==> src/sv/bst_pkg.sv <==
// Shared types and constants for the bounded set table.
// Holds the request/result structs, operation and status codes, and table sizing.
// No dependencies.
package bst_pkg;

  // Table sizing
  localparam int CAPACITY = 8;
  localparam int COUNT_W  = $clog2(CAPACITY + 1);
  localparam int IDX_W    = (CAPACITY > 1) ? $clog2(CAPACITY) : 1;
  localparam int KEY_W    = 32;
  localparam int KIND_W   = 2;
  localparam int STATUS_W = 3;
  localparam int OCC_W    = 4;

  localparam logic [COUNT_W-1:0] CAPACITY_C = COUNT_W'(CAPACITY);

  // Operation codes; the spare code behaves as a query
  localparam logic [KIND_W-1:0] KIND_INSERT = 2'd0;
  localparam logic [KIND_W-1:0] KIND_REMOVE = 2'd1;
  localparam logic [KIND_W-1:0] KIND_QUERY  = 2'd2;

  // Result status codes
  localparam logic [STATUS_W-1:0] ST_ADDED    = 3'd0;
  localparam logic [STATUS_W-1:0] ST_PRESENT  = 3'd1;
  localparam logic [STATUS_W-1:0] ST_FULL     = 3'd2;
  localparam logic [STATUS_W-1:0] ST_REMOVED  = 3'd3;
  localparam logic [STATUS_W-1:0] ST_NOTFOUND = 3'd4;
  localparam logic [STATUS_W-1:0] ST_FOUND    = 3'd5;

  typedef struct packed {
    logic [KIND_W-1:0]       kind;
    logic signed [KEY_W-1:0] key;
  } in_req_t;

  typedef struct packed {
    logic [STATUS_W-1:0] status;
    logic [OCC_W-1:0]    occupancy;
  } out_res_t;

endpackage

==> src/sv/bounded_set_table_unit.sv <==
// Bounded set table: top level with sequencer, key store and result register.
// Depends on bst_pkg for types, codes and sizing.
//
// Usage:
//   Input channel (in_valid / in_stall / in_req) carries one request: an
//   insert, remove or membership query on a signed 32-bit key. Output
//   channel (out_valid / out_stall / out_res) returns one result per
//   request: a status code and the number of keys held afterwards.
//   Keys live packed in insertion order in a small single-port-read RAM.
//   A sequencer walks the table with one shared comparator, doing a RAM
//   read and then a compare for each entry. A remove that hits closes the
//   gap by reading each later entry and writing it one slot down.
//   in_stall is high while a request is in progress. The result register
//   holds a finished result while out_stall is high; a new request may be
//   taken meanwhile, and it waits at the end of its work until the
//   register frees up. Reset empties the set and drops any pending result.
module bounded_set_table_unit
  import bst_pkg::*;
(
  input  logic     clk,
  input  logic     rst_n,
  input  logic     in_valid,
  output logic     in_stall,
  input  in_req_t  in_req,
  output logic     out_valid,
  input  logic     out_stall,
  output out_res_t out_res
);

  typedef enum logic [2:0] {
    S_IDLE,
    S_SCAN,
    S_CMP,
    S_SHIFT_RD,
    S_SHIFT_WR,
    S_DONE
  } state_t;

  state_t                  state_r, state_nxt;
  logic [COUNT_W-1:0]      idx_r, idx_nxt;
  logic [COUNT_W-1:0]      count_r, count_nxt;
  logic [KIND_W-1:0]       kind_r, kind_nxt;
  logic signed [KEY_W-1:0] key_r, key_nxt;
  logic [STATUS_W-1:0]     status_r, status_nxt;
  logic                    out_valid_r, out_valid_nxt;
  out_res_t                out_res_r, out_res_nxt;
  logic [COUNT_W-1:0]      idx_plus1;

  // Key store
  logic signed [KEY_W-1:0] mem [0:CAPACITY-1];
  logic signed [KEY_W-1:0] rd_data_r;
  logic                    mem_we;
  logic [IDX_W-1:0]        mem_waddr;
  logic [IDX_W-1:0]        mem_raddr;
  logic signed [KEY_W-1:0] mem_wdata;

  always_ff @(posedge clk) begin
    if (mem_we) begin
      mem[mem_waddr] <= mem_wdata;
    end
    rd_data_r <= mem[mem_raddr];
  end

  assign idx_plus1 = idx_r + COUNT_W'(1);

  // Sequencer next-state logic
  always_comb begin
    state_nxt     = state_r;
    idx_nxt       = idx_r;
    count_nxt     = count_r;
    kind_nxt      = kind_r;
    key_nxt       = key_r;
    status_nxt    = status_r;
    out_valid_nxt = out_valid_r && out_stall;
    out_res_nxt   = out_res_r;
    mem_we        = 1'b0;
    mem_waddr     = count_r[IDX_W-1:0];
    mem_wdata     = key_r;
    mem_raddr     = idx_r[IDX_W-1:0];

    unique case (state_r)
      S_IDLE: begin
        if (in_valid) begin
          kind_nxt  = in_req.kind;
          key_nxt   = in_req.key;
          idx_nxt   = '0;
          state_nxt = S_SCAN;
        end
      end

      // End of the held keys means a miss; otherwise fetch the next entry
      S_SCAN: begin
        if (idx_r == count_r) begin
          state_nxt = S_DONE;
          if (kind_r == KIND_INSERT) begin
            if (count_r < CAPACITY_C) begin
              mem_we     = 1'b1;
              count_nxt  = count_r + COUNT_W'(1);
              status_nxt = ST_ADDED;
            end else begin
              status_nxt = ST_FULL;
            end
          end else begin
            status_nxt = ST_NOTFOUND;
          end
        end else begin
          state_nxt = S_CMP;
        end
      end

      // Shared key comparator
      S_CMP: begin
        if (rd_data_r == key_r) begin
          unique case (kind_r)
            KIND_INSERT: begin
              status_nxt = ST_PRESENT;
              state_nxt  = S_DONE;
            end
            KIND_REMOVE: begin
              state_nxt = S_SHIFT_RD;
            end
            default: begin
              status_nxt = ST_FOUND;
              state_nxt  = S_DONE;
            end
          endcase
        end else begin
          idx_nxt   = idx_plus1;
          state_nxt = S_SCAN;
        end
      end

      // Close the gap: read the entry above, then write it one slot down
      S_SHIFT_RD: begin
        if (idx_plus1 < count_r) begin
          mem_raddr = idx_plus1[IDX_W-1:0];
          state_nxt = S_SHIFT_WR;
        end else begin
          count_nxt  = count_r - COUNT_W'(1);
          status_nxt = ST_REMOVED;
          state_nxt  = S_DONE;
        end
      end

      S_SHIFT_WR: begin
        mem_we    = 1'b1;
        mem_waddr = idx_r[IDX_W-1:0];
        mem_wdata = rd_data_r;
        idx_nxt   = idx_plus1;
        state_nxt = S_SHIFT_RD;
      end

      // Hand the result over once the output register is free
      S_DONE: begin
        if (!out_valid_r || !out_stall) begin
          out_valid_nxt         = 1'b1;
          out_res_nxt.status    = status_r;
          out_res_nxt.occupancy = OCC_W'(count_r);
          state_nxt             = S_IDLE;
        end
      end

      default: begin
        state_nxt = S_IDLE;
      end
    endcase
  end

  // State and registered outputs
  always_ff @(posedge clk) begin
    if (!rst_n) begin
      state_r     <= S_IDLE;
      count_r     <= '0;
      out_valid_r <= 1'b0;
    end else begin
      state_r     <= state_nxt;
      count_r     <= count_nxt;
      out_valid_r <= out_valid_nxt;
    end
    idx_r     <= idx_nxt;
    kind_r    <= kind_nxt;
    key_r     <= key_nxt;
    status_r  <= status_nxt;
    out_res_r <= out_res_nxt;
  end

  assign in_stall  = (state_r != S_IDLE);
  assign out_valid = out_valid_r;
  assign out_res   = out_res_r;

endmodule

==> config.mk <==
export PLATFORM = sky130hd
export DESIGN_NAME = bounded_set_table_unit
export DESIGN_NICKNAME = d
export VERILOG_FILES = /design/src/sv/bst_pkg.sv /design/src/sv/bounded_set_table_unit.sv
export SDC_FILE = /design/constraint.sdc
export NUM_CORES = 1
export LEC_CHECK = 0
export BUFFER_PORTS_ARGS = -buffer_cell sky130_fd_sc_hd__buf_4
export CAP_MARGIN = 40
export CORE_MARGIN = 2
export CORE_UTILIZATION = 35
export CTS_BUF_LIST = sky130_fd_sc_hd__clkbuf_8
export DETAILED_ROUTE_END_ITERATION = 6
export GPL_ROUTABILITY_DRIVEN = 0
export PLACE_DENSITY = 0.47
export SKIP_LAST_GASP = 1
export SLEW_MARGIN = 20
export SYNTH_ARGS = -nofsm -noshare
export SYNTH_HDL_FRONTEND = slang
export SYNTH_SLANG_ARGS = --single-unit
export TNS_END_PERCENT = 50
==> constraint.sdc <==
create_clock -name clk -period 4.55 [get_ports clk]
set_clock_uncertainty 0.2 [all_clocks]
set_input_delay 0.2275 -clock clk [delete_from_list [all_inputs] [get_ports clk]]
set_output_delay 0.2275 -clock clk [all_outputs]
set_load 0.01 [all_outputs]
==> results.txt, run 1 <==
Status - finished clean
DR vias/cell - 5.49
Final hold vios - 0
Final HPWL from detailed placement - 25.3 mm
Root buf cell - clkbuf_8
Hold endpoint - key_r[13]
Worst Tran Pin Value - 1020 ps
Initial DRC Count - 685
Crit Path Category - flip-flop to flip-flop
Ports - 47
Tot GR Track Use - 0.182
Multi-input logic area - 0.00556 sq mm
R2R Setup Slk - 880 ps
Clock slew seen by the registers of the worst setup and hold paths - 70 ps
Cell taking the most area after synthesis - edfxtp_1
Post-Syn Area - 0.0159 sq mm
Synth Area in Simple Gates - 0.0459
Clock Path Buffers - 3
R2r startpoint - idx_r[0]
Yosys Warn Count - 0
Setup crit start - idx_r[0]
Post-synth top area share - 0.575
Die W - 217 um
Die Y - 217 um
Worst R2R Path Depth - 11
Gates resized, CTS repair - 0
RSZ-0062 raised after global routing - false
Post CTS Setup Buffer Count - 0
DRC Markers - 0
Pwr/cell area - 457 mW/mm^2
Setup TNS - 0 ps
Synth Register Bits - 344
Seq/Total Area, Yosys - 0.625
Initial antenna violation count - 0
CP endpoint kind - flip-flop
Hold Crit Start - in_req[13]
WP data required - 4940 ps
Setup-failing EPs final - 0
Final Max Tran Viols - 0
Async set or reset register ratio after synthesis - 0
Compound-gate portion of the synthesized area - 0.0640
Register area - 0.00993 sq mm
Maximum clock rate - 272 MHz
Total gr overflow - 0
Mux contribution to synthesized area - 0.205
Sink Count - 344
CTS tree - yes
Row count - 78
TritonRoute pass-1 iters - 5
Synthesized-area fraction occupied by adder cells - 0.00677
Largest family of logic cells by synthesized area - multiplexers
Largest cells by area after synthesis - edfxtp_1, mux4_2, dfxtp_1, mux2_2, xor2_1
Most frequent cells in the layout - edfxtp_1, mux4_2, clkbuf_8
Fin crit period - 3670 ps
Startpoint type of the worst setup path - flip-flop
Crit path max fanout - 26
Synth cell types - 49
Max-cap violation count - 0
Htree depth - 2
Vias in the first global route - 9871
Ys flop type - edfxtp_1
Xor/xnor share of the synthesized area - 0.0215
Slew HR - 0.322
Hold Crit Class - input port to flip-flop
Fillers - 4103
Number of hold buffers added after CTS - 38
Count of input and output buffers - 46
Global-route wire length before repair - 63.1 mm
Largest net degree at the start of global routing - 45
Nets - 1088
P_leak - 0.00622 uW
Drt wl/cell - 24.7 um
Final Power - 8570 uW
Skew-Pair Late Insertion Delay - 660 ps
Area grow syn2layout - 18.0%
Worst path arrival time - 4070 ps
Core footprint - 0.0451 sq mm
Antenna Violating Nets Remaining - 0
Initial Util - 0.352
EDFF count, synth - 304
Commonest non-fill, non-tap cell in the layout - edfxtp_1
Post-Synthesis Cells - 938
VDD IR-drop max - 0.211 mV
Post-synth net total - 984
Hold-critical path depth - 2
Crit share post-route - 0.807
CTS Buf Count - 61
Final wirelength - 41.8 mm
Layout cells sized above 1 - 0.321
Die area - 0.0471 sq mm
Vias - 9299
Mapped Avg Cell Area - 16.9 sq um
Reg-to-reg endpoint - state_r[0]
## worst max-delay path, cell delays in order, from the launching register on
cell	delay, ps
edfxtp_1	430
buf_4	240
ha_4	190
xor2_1	150
ha_1	280
o21ai_0	140
a21oi_4	490
buf_4	500
o31ai_1	130
a211oi_1	180
o21a_1	140
dlygate4sd3_1	530
## final cells by class
cell class	count	share of cell area
antenna	1	0.000133
clock buffer	76	0.0558
clock inverter	38	0.00914
inverter	44	0.00881
multi-input combinational	471	0.297
sequential	344	0.529
tap	600	0.0400
timing repair buffer	120	0.0600
## sequential cells by signal, indices dropped and copies added (netlist names)
register   cells
mem          256
key_r         32
count_r        4
idx_r          4
status_r       3
rd_data_r     32
kind_r         2
out_res        7
state_r        3
out_valid      1
## cells in the mapped netlist, types with 2 or more instances
cell type and instances:
a21o_1 3, edfxtp_1 304, or3_1 3, ha_1 7, nand2_1 8, o21a_1 2
nor3_1 6, nand3_1 37, nor4_1 9, o21ai_0 4, nand2b_1 4, nor2b_1 5
a21oi_1 9, a211o_1 32, xnor2_1 2, mux2_2 32, xor2_1 37, o311a_1 32
buf_6 3, nor2_1 17, a31oi_1 36, inv_1 43, nand4_1 35, or4_1 2
clkbuf_1 49, dfxtp_1 40, nor3b_1 2, o31ai_1 2, buf_2 17, buf_1 9
o22ai_1 2, mux4_2 128
## logic make-up (layout without fill, tap and decap cells)
group	count (synthesis)	in the layout
flip-flops	344	344
multiplexers	161	161
AND/OR/NAND/NOR	133	133
AO/OA/AOI/OAI	130	130
buffers and inverters	123	278
XOR/XNOR	39	39
adder cells (fa/ha/maj)	8	8
other	0	1
## worst max path at each step
stage	end	slack, ps	cells after the start
2_1_floorplan	mem[3][0]	1040	6
3_3_place_gp	mem[6][24]	970	6
3_5_place_dp	mem[6][1]	920	7
4_1_cts	state_r[0]	890	11
5_1_grt	state_r[0]	650	11
6_report	state_r[0]	880	11
## stage by stage
stage | worst slack [ps] | utilization | hold WS (ps) | instance area, sq um | cells
5_1_grt | 645 | 0.416 | 47.2 | 18800 | 1693
3_3_place_gp | 966 | 0.378 | 202 | 17000 | 1536
4_1_cts | 888 | 0.416 | 13.6 | 18800 | 1693
6_report | 877 | 0.416 | 78.7 | 18800 | 1694
2_1_floorplan | 1040 | - | 126 | 15900 | 938
3_5_place_dp | 922 | 0.380 | 207 | 17200 | 1541
## metal layers
metal  vias to the layer above  track usage  wire length (um)
met5                         -            0                 0
met4                         0       0.0639              1110
li1                       4116            -                 -
met2                       257        0.296             20000
met3                        73       0.0383              2290
met1                      4853        0.242             18400
## report_power, final
part	internal [uW]	total [uW]	switching, uW
Combinational	831	1940	1110
Sequential	3690	3820	128
Clock	1500	2810	1310
No activity file was read; power rests on OpenSTA's default activity.
==> run 2, diff against run 1 <==
clock period = 3.45 ns   (was 4.55 ns; I/O delays follow)
==> run 2 against run 1 <==
Effect of this change: total power is 31% higher; highest routed layer unchanged; cell area is 1.8% higher; routed wire length is 4.1% higher; final cell count is 2.4% higher; count of clock-buffer cells in the layout is 6 lower; sequential share of layout area is 0.95 points lower; clock power is 27% higher; non-clock buffer count is 44 higher.
==> results.txt, run 2 (same netlist as run 1, synthesis figures left out) <==
CTS Buf Count - 60 (-1.6%)
Maximum clock rate - 316 MHz (+16%)
Largest net degree at the start of global routing - 66 (+47%)
Placed Area - 0.0172 sq mm (+0.55%)
CTS tree - yes
Most flops, register - mem
Nets - 1131 (+4.0%)
Clock Path Buffers - 3 (unchanged)
Sw Ratio - 0.301 (+0.00352)
Comb pwr share - 0.231 (+0.005)
NetSw - 3360 uW (+32%)
Commonest non-fill, non-tap cell in the layout - edfxtp_1
CP endpoint kind - flip-flop
Setup-failing EPs final - 0 (unchanged)
Slew HR - 0.526 (+0.204)
Tot GR Track Use - 0.189 (+0.00720)
Gates resized, CTS repair - 0 (unchanged)
Finished Cell Area - 0.0191 sq mm (+1.8%)
Total gr overflow - 0 (unchanged)
Vias in the first global route - 10000 (+1.6%)
Final HPWL from detailed placement - 25.0 mm (-1.6%)
Largest register FFs - 256 (unchanged)
Crit share post-route - 0.918 (+0.111)
Most frequent cells in the layout - edfxtp_1, mux4_2, buf_4
TritonRoute pass-1 iters - 5 (unchanged)
Htree depth - 2 (unchanged)
P_leak - 0.00635 uW (+2.1%)
WP data required - 3790 ps (-1150 ps)
Crit path max fanout - 14 (-46%)
Final Power - 11200 uW (+31%)
Worst path arrival time - 3510 ps (-560 ps)
Hold Crit Class - input port to flip-flop
Layout cells sized above 1 - 0.312 (-0.00924)
Core footprint - 0.0451 sq mm (unchanged)
Antenna Violating Nets Remaining - 0 (unchanged)
Multi-input logic area - 0.00556 sq mm (unchanged)
Flop pwr share - 0.450 (+0.005)
Clock slew seen by the registers of the worst setup and hold paths - 60 ps (about the same)
VDD IR-drop max - 0.294 mV (+39%)
Count of input and output buffers - 46 (unchanged)
Vias - 9581 (+3.0%)
Fin crit period - 3170 ps (-506 ps)
Post CTS Setup Buffer Count - 0 (unchanged)
Max-cap violation count - 0 (unchanged)
Sink Count - 344 (unchanged)
Initial DRC Count - 617 (-9.9%)
Ports - 47 (unchanged)
Number of hold buffers added after CTS - 67 (+76%)
Fillers - 4075 (-0.68%)
Skew-Pair Late Insertion Delay - 660 ps (about the same)
Area grow syn2layout - 20.2%
Startpoint type of the worst setup path - flip-flop
Die Y - 217 um (unchanged)
Global-route wire length before repair - 65.3 mm (+3.5%)
Largest regs - mem: 256 flops, key_r: 32 flops, rd_data_r: 32 flops
Register area - 0.00993 sq mm (unchanged)
Crit Path Category - flip-flop to flip-flop
Util after Layout - 0.424 (+0.00760)
Initial antenna violation count - 0 (unchanged)
Pwr/cell area - 586 mW/mm^2 (+28%)
DR vias/cell - 5.52 (+0.60%)
DRC Markers - 0 (unchanged)
Drt wl/cell - 25.1 um (+1.7%)
Row count - 78 (unchanged)
Clock power frac - 0.319 (-0.009)
Final Max Tran Viols - 0 (unchanged)
Die W - 217 um (unchanged)
Worst Tran Pin Value - 711 ps (-306 ps)
Cell internal pwr - 7820 uW (+30%)
Ant diodes - 0 (-1)
Initial Util - 0.352 (unchanged)
Final wirelength - 43.5 mm (+4.1%)
Die area - 0.0471 sq mm (unchanged)
Root buf cell - clkbuf_8
Status - finished clean
Final hold vios - 0 (unchanged)
RSZ-0062 raised after global routing - false
run 2: changes by cell type in the layout (fill, tap and decap cells not counted), moves of 2 or more:
cell	previous run	this run
buf_16	4	2
buf_12	4	8
dlygate4sd3_1	38	67
clkinv_1	6	18
clkinv_2	11	4
clkbuf_8	76	70
buf_4	74	87
inv_1	62	60
run 2: critical path, cell delays in order, from the launching register on:
cell           delay (ps)
edfxtp_1              520
ha_4                  230
xor2_1                180
ha_1                  260
o21ai_0               300
a21oi_4                60
buf_4                 230
o31ai_1               250
a211oi_1               70
o21a_1                200
dlygate4sd3_1         540
run 2: per-layer routing:
layer	GRT usage	share of wire
met1	0.257	0.44
met5	0	0
met2	0.308	0.48
met3	0.0347	0.054
met4	0.0603	0.022
run 2: final timing paths:
path	start	to	slack, ps	cells past startpoint
worst max-delay path	idx_r[0]	state_r[0]	280	10
worst min-delay path	in_req[15]	key_r[15]	50	2
worst max register to register	idx_r[0]	state_r[0]	280	10
worst min register to register	status_r[1]	out_res[5]	220	0
run 2: power by group through the flow:
stage / logic (uW) / registers [uW] / clock network, uW
finish: 2590 / 5040 / 3570
floorplan: 1720 / 5050 / 0
global placement: 2530 / 5120 / 0
CTS: 2620 / 5040 / 3700
global route: 2800 / 5060 / 3870
detailed placement: 2550 / 5120 / 0
run 2: layout make-up:
| cell class | instances | share of cell area |
|---|---|---|
| flip-flops and latches | 344 | 0.520 |
| multi-input cells | 471 | 0.291 |
| repair buffers | 164 | 0.0806 |
| clock buffers | 70 | 0.0504 |
| well taps | 600 | 0.0393 |
| clock inverters | 42 | 0.00976 |
| inverters | 44 | 0.00865 |
run 2: through the flow:
step | hold slack (ps) | TNS, ps | instances | setup WS (ps)
floorplan | 71.4 | -11640 | 938 | -62.8
global placement | 151 | 0 | 1554 | 460
detailed placement | 152 | 0 | 1555 | 458
CTS | 9.47 | 0 | 1734 | 303
global route | 38.3 | 0 | 1735 | 158
finish | 51.0 | 0 | 1735 | 283
==> run 3, diff against run 2 <==
==> constraint.sdc (replaced) <==
create_clock -name clk -period 3.45 [get_ports clk]
set_clock_uncertainty 0.2 [all_clocks]
set_input_delay 0.5175 -clock clk [delete_from_list [all_inputs] [get_ports clk]]
set_output_delay 0.5175 -clock clk [all_outputs]
set_load 0.01 [all_outputs]
==> run 3 against run 2 <==
Effect of this change: cell area fell by 1.6%; clock power barely moved; final cell count fell by 1.8%; total power fell by 0.27%; hold slack improved by 110 ps; first-iteration DRC count fell by 1.8%; via count fell by 1.8%; global-route usage fell by 0.19 points; sequential power barely moved; critical endpoint is now rd_data_r[16]; die area did not move.
==> results.txt, run 3 (same netlist as run 1, synthesis figures left out) <==
Initial Util - 0.352 (unchanged)
Clock slew seen by the registers of the worst setup and hold paths - 60 ps (about the same)
Final hold vios - 0 (unchanged)
Fin crit period - 3040 ps (-124 ps)
RSZ-0062 raised after global routing - false
Skew-Pair Late Insertion Delay - 660 ps (about the same)
P_leak - 0.00622 uW (-2.1%)
DR vias/cell - 5.52 (about the same)
Core footprint - 0.0451 sq mm (unchanged)
Critical-path cell list - ha_4, xor2_1, ha_1, o21ai_0, a21oi_4, buf_4, nor3_2, buf_4, nand4_1, nand3_1
GRT met3 Usage - 0.0347 (unchanged)
Die Y - 217 um (unchanged)
Vias - 9413 (-1.8%)
Worst Tran Pin Value - 706 ps (-5.74 ps)
Crit path max fanout - 23 (+9)
Worst path arrival time - 3430 ps (-80 ps)
Largest net degree at the start of global routing - 66 (unchanged)
Commonest non-fill, non-tap cell in the layout - edfxtp_1
CP endpoint kind - flip-flop
Final WS setup - 407 ps (+124 ps)
Initial antenna violation count - 0 (unchanged)
Slew HR - 0.530 (+0.00382)
Hold-critical path depth - 4 (+2)
Final Max Tran Viols - 0 (unchanged)
Die W - 217 um (unchanged)
Pwr/cell area - 594 mW/mm^2 (+1.4%)
Row count - 78 (unchanged)
Largest register FFs - 256 (unchanged)
Count of input and output buffers - 46 (unchanged)
Ports - 47 (unchanged)
Status - finished clean
Layer with the highest usage - met2
Hold Crit Start - in_valid
Final HPWL from detailed placement - 25.0 mm (unchanged)
Layout cells sized above 1 - 0.321 (+0.00876)
Most flops, register - mem
Most frequent cells in the layout - edfxtp_1, mux4_2, buf_4
CTS Buf Count - 60 (unchanged)
Crit Path Category - flip-flop to flip-flop
Met1 usage - 0.256 (-0.000792)
Startpoint type of the worst setup path - flip-flop
DRC Markers - 0 (unchanged)
Max incr delay on CP - 520 ps (-20 ps)
VDD IR-drop max - 0.294 mV (about the same)
Sink Count - 344 (unchanged)
Reg-to-reg endpoint - rd_data_r[16]
Drt wl/cell - 25.3 um (+0.99%)
Area grow syn2layout - 18.2%
R2R Setup Slk - 410 ps (+120 ps)
Nets - 1100 (-2.7%)
Hold endpoint - state_r[0]
Clock Path Buffers - 3 (unchanged)
Met2 Use GR - 0.303 (-0.00554)
Ant diodes - 0 (unchanged)
Die area - 0.0471 sq mm (unchanged)
Antenna Violating Nets Remaining - 0 (unchanged)
Setup-failing EPs final - 0 (unchanged)
Hold Crit Class - input port to flip-flop
Global-route wire length before repair - 64.7 mm (-0.99%)
TritonRoute pass-1 iters - 5 (unchanged)
Finished Layout Cells - 1704 (-1.8%)
Largest regs - mem: 256 flops, key_r: 32 flops, rd_data_r: 32 flops
Htree depth - 2 (unchanged)
Tot GR Track Use - 0.187 (-0.00185)
Max stage delay cell, worst path - edfxtp_1
Initial DRC Count - 606 (-1.8%)
Vias in the first global route - 9875 (-1.6%)
R2r startpoint - idx_r[0]
Max-cap violation count - 0 (unchanged)
Crit share post-route - 0.882 (-0.0359)
Pre-CTS worst setup slack - 458 ps (unchanged)
Root buf cell - clkbuf_8
Maximum clock rate - 329 MHz (+4.1%)
CTS tree - yes
Cell mode on critical path - buf_4
Placed cells - 1555 (unchanged)
Total gr overflow - 0 (unchanged)
Final wirelength - 43.2 mm (-0.82%)
Worst R2R Path Depth - 10 (unchanged)
WP data required - 3840 ps (+50 ps)
==> run 3: cell types whose count changed in the layout (fill, tap and decap cells not counted) <==
cell | previous run | this run
dlygate4sd3_1 | 67 | 36
==> run 3: repair_timing <==
| item | CTS | global route |
|---|---|---|
| endpoints found under the setup margin | 0 | 0 |
| endpoints found under the hold margin | 39 | 0 |
| resized for setup | 0 | 0 |
| hold buffers | 36 | 0 |
| setup buffers | 0 | 0 |
==> run 3: final cells by class <==
type / count / area (sq um)
clock inverters: 42 / 186
clock buffers: 70 / 963
fillers: 4095 / 26300
well taps: 600 / 751
inverters: 44 / 165
repair buffers: 133 / 1230
multi-input cells: 471 / 5560
flip-flops and latches: 344 / 9930
==> run 3: per-layer routing <==
| layer | vias to the layer above | share of wire | wire (um) |
|---|---|---|---|
| li1 | 4153 | - | - |
| met1 | 4923 | 0.44 | 19100 |
| met2 | 273 | 0.48 | 20700 |
| met3 | 64 | 0.054 | 2350 |
| met4 | 0 | 0.022 | 958 |
| met5 | - | 0 | 0 |
==> run 3: report_power, final <==
| group | switching [uW] | leakage (uW) | total [uW] | internal, uW |
|---|---|---|---|---|
| Sequential | 172 | 0.00309 | 5040 | 4860 |
| Clock | 1720 | 0.000643 | 3560 | 1840 |
| Combinational | 1470 | 0.00248 | 2560 | 1100 |
==> run 3: through the flow <==
stage	hold WS, ps	total power (uW)	utilization	cell area, sq um	TNS, ps
after floorplan	200	6770	-	15900	-11640
final	159	11200	0.417	18800	0
after global routing	154	11700	0.417	18800	0
after detailed placement	205	7670	0.383	17200	0
after CTS	106	11300	0.416	18800	0
after global placement	201	7650	0.382	17200	0
==> run 3: how the worst max path moves through the flow <==
| stage | startpoint | to | slack, ps | depth (start not counted) |
|---|---|---|---|---|
| 6_report | idx_r[0] | rd_data_r[16] | 410 | 10 |
| 5_1_grt | idx_r[0] | rd_data_r[8] | 240 | 9 |
| 4_1_cts | key_r[21] | status_r[1] | 430 | 5 |
| 3_5_place_dp | key_r[21] | status_r[2] | 460 | 5 |
| 3_3_place_gp | key_r[21] | status_r[2] | 460 | 5 |
| 2_1_floorplan | idx_r[0] | mem[3][0] | -60 | 6 |
==> run 3: worst max-delay path: cells and delay by family, from the launching register on <==
family | cells | cell delay [ps]
xor+xnor | 1 | 180
buf+inv | 2 | 710
simple gates | 3 | 500
compound gates | 2 | 360
flops | 1 | 520
fa+ha+maj | 2 | 480
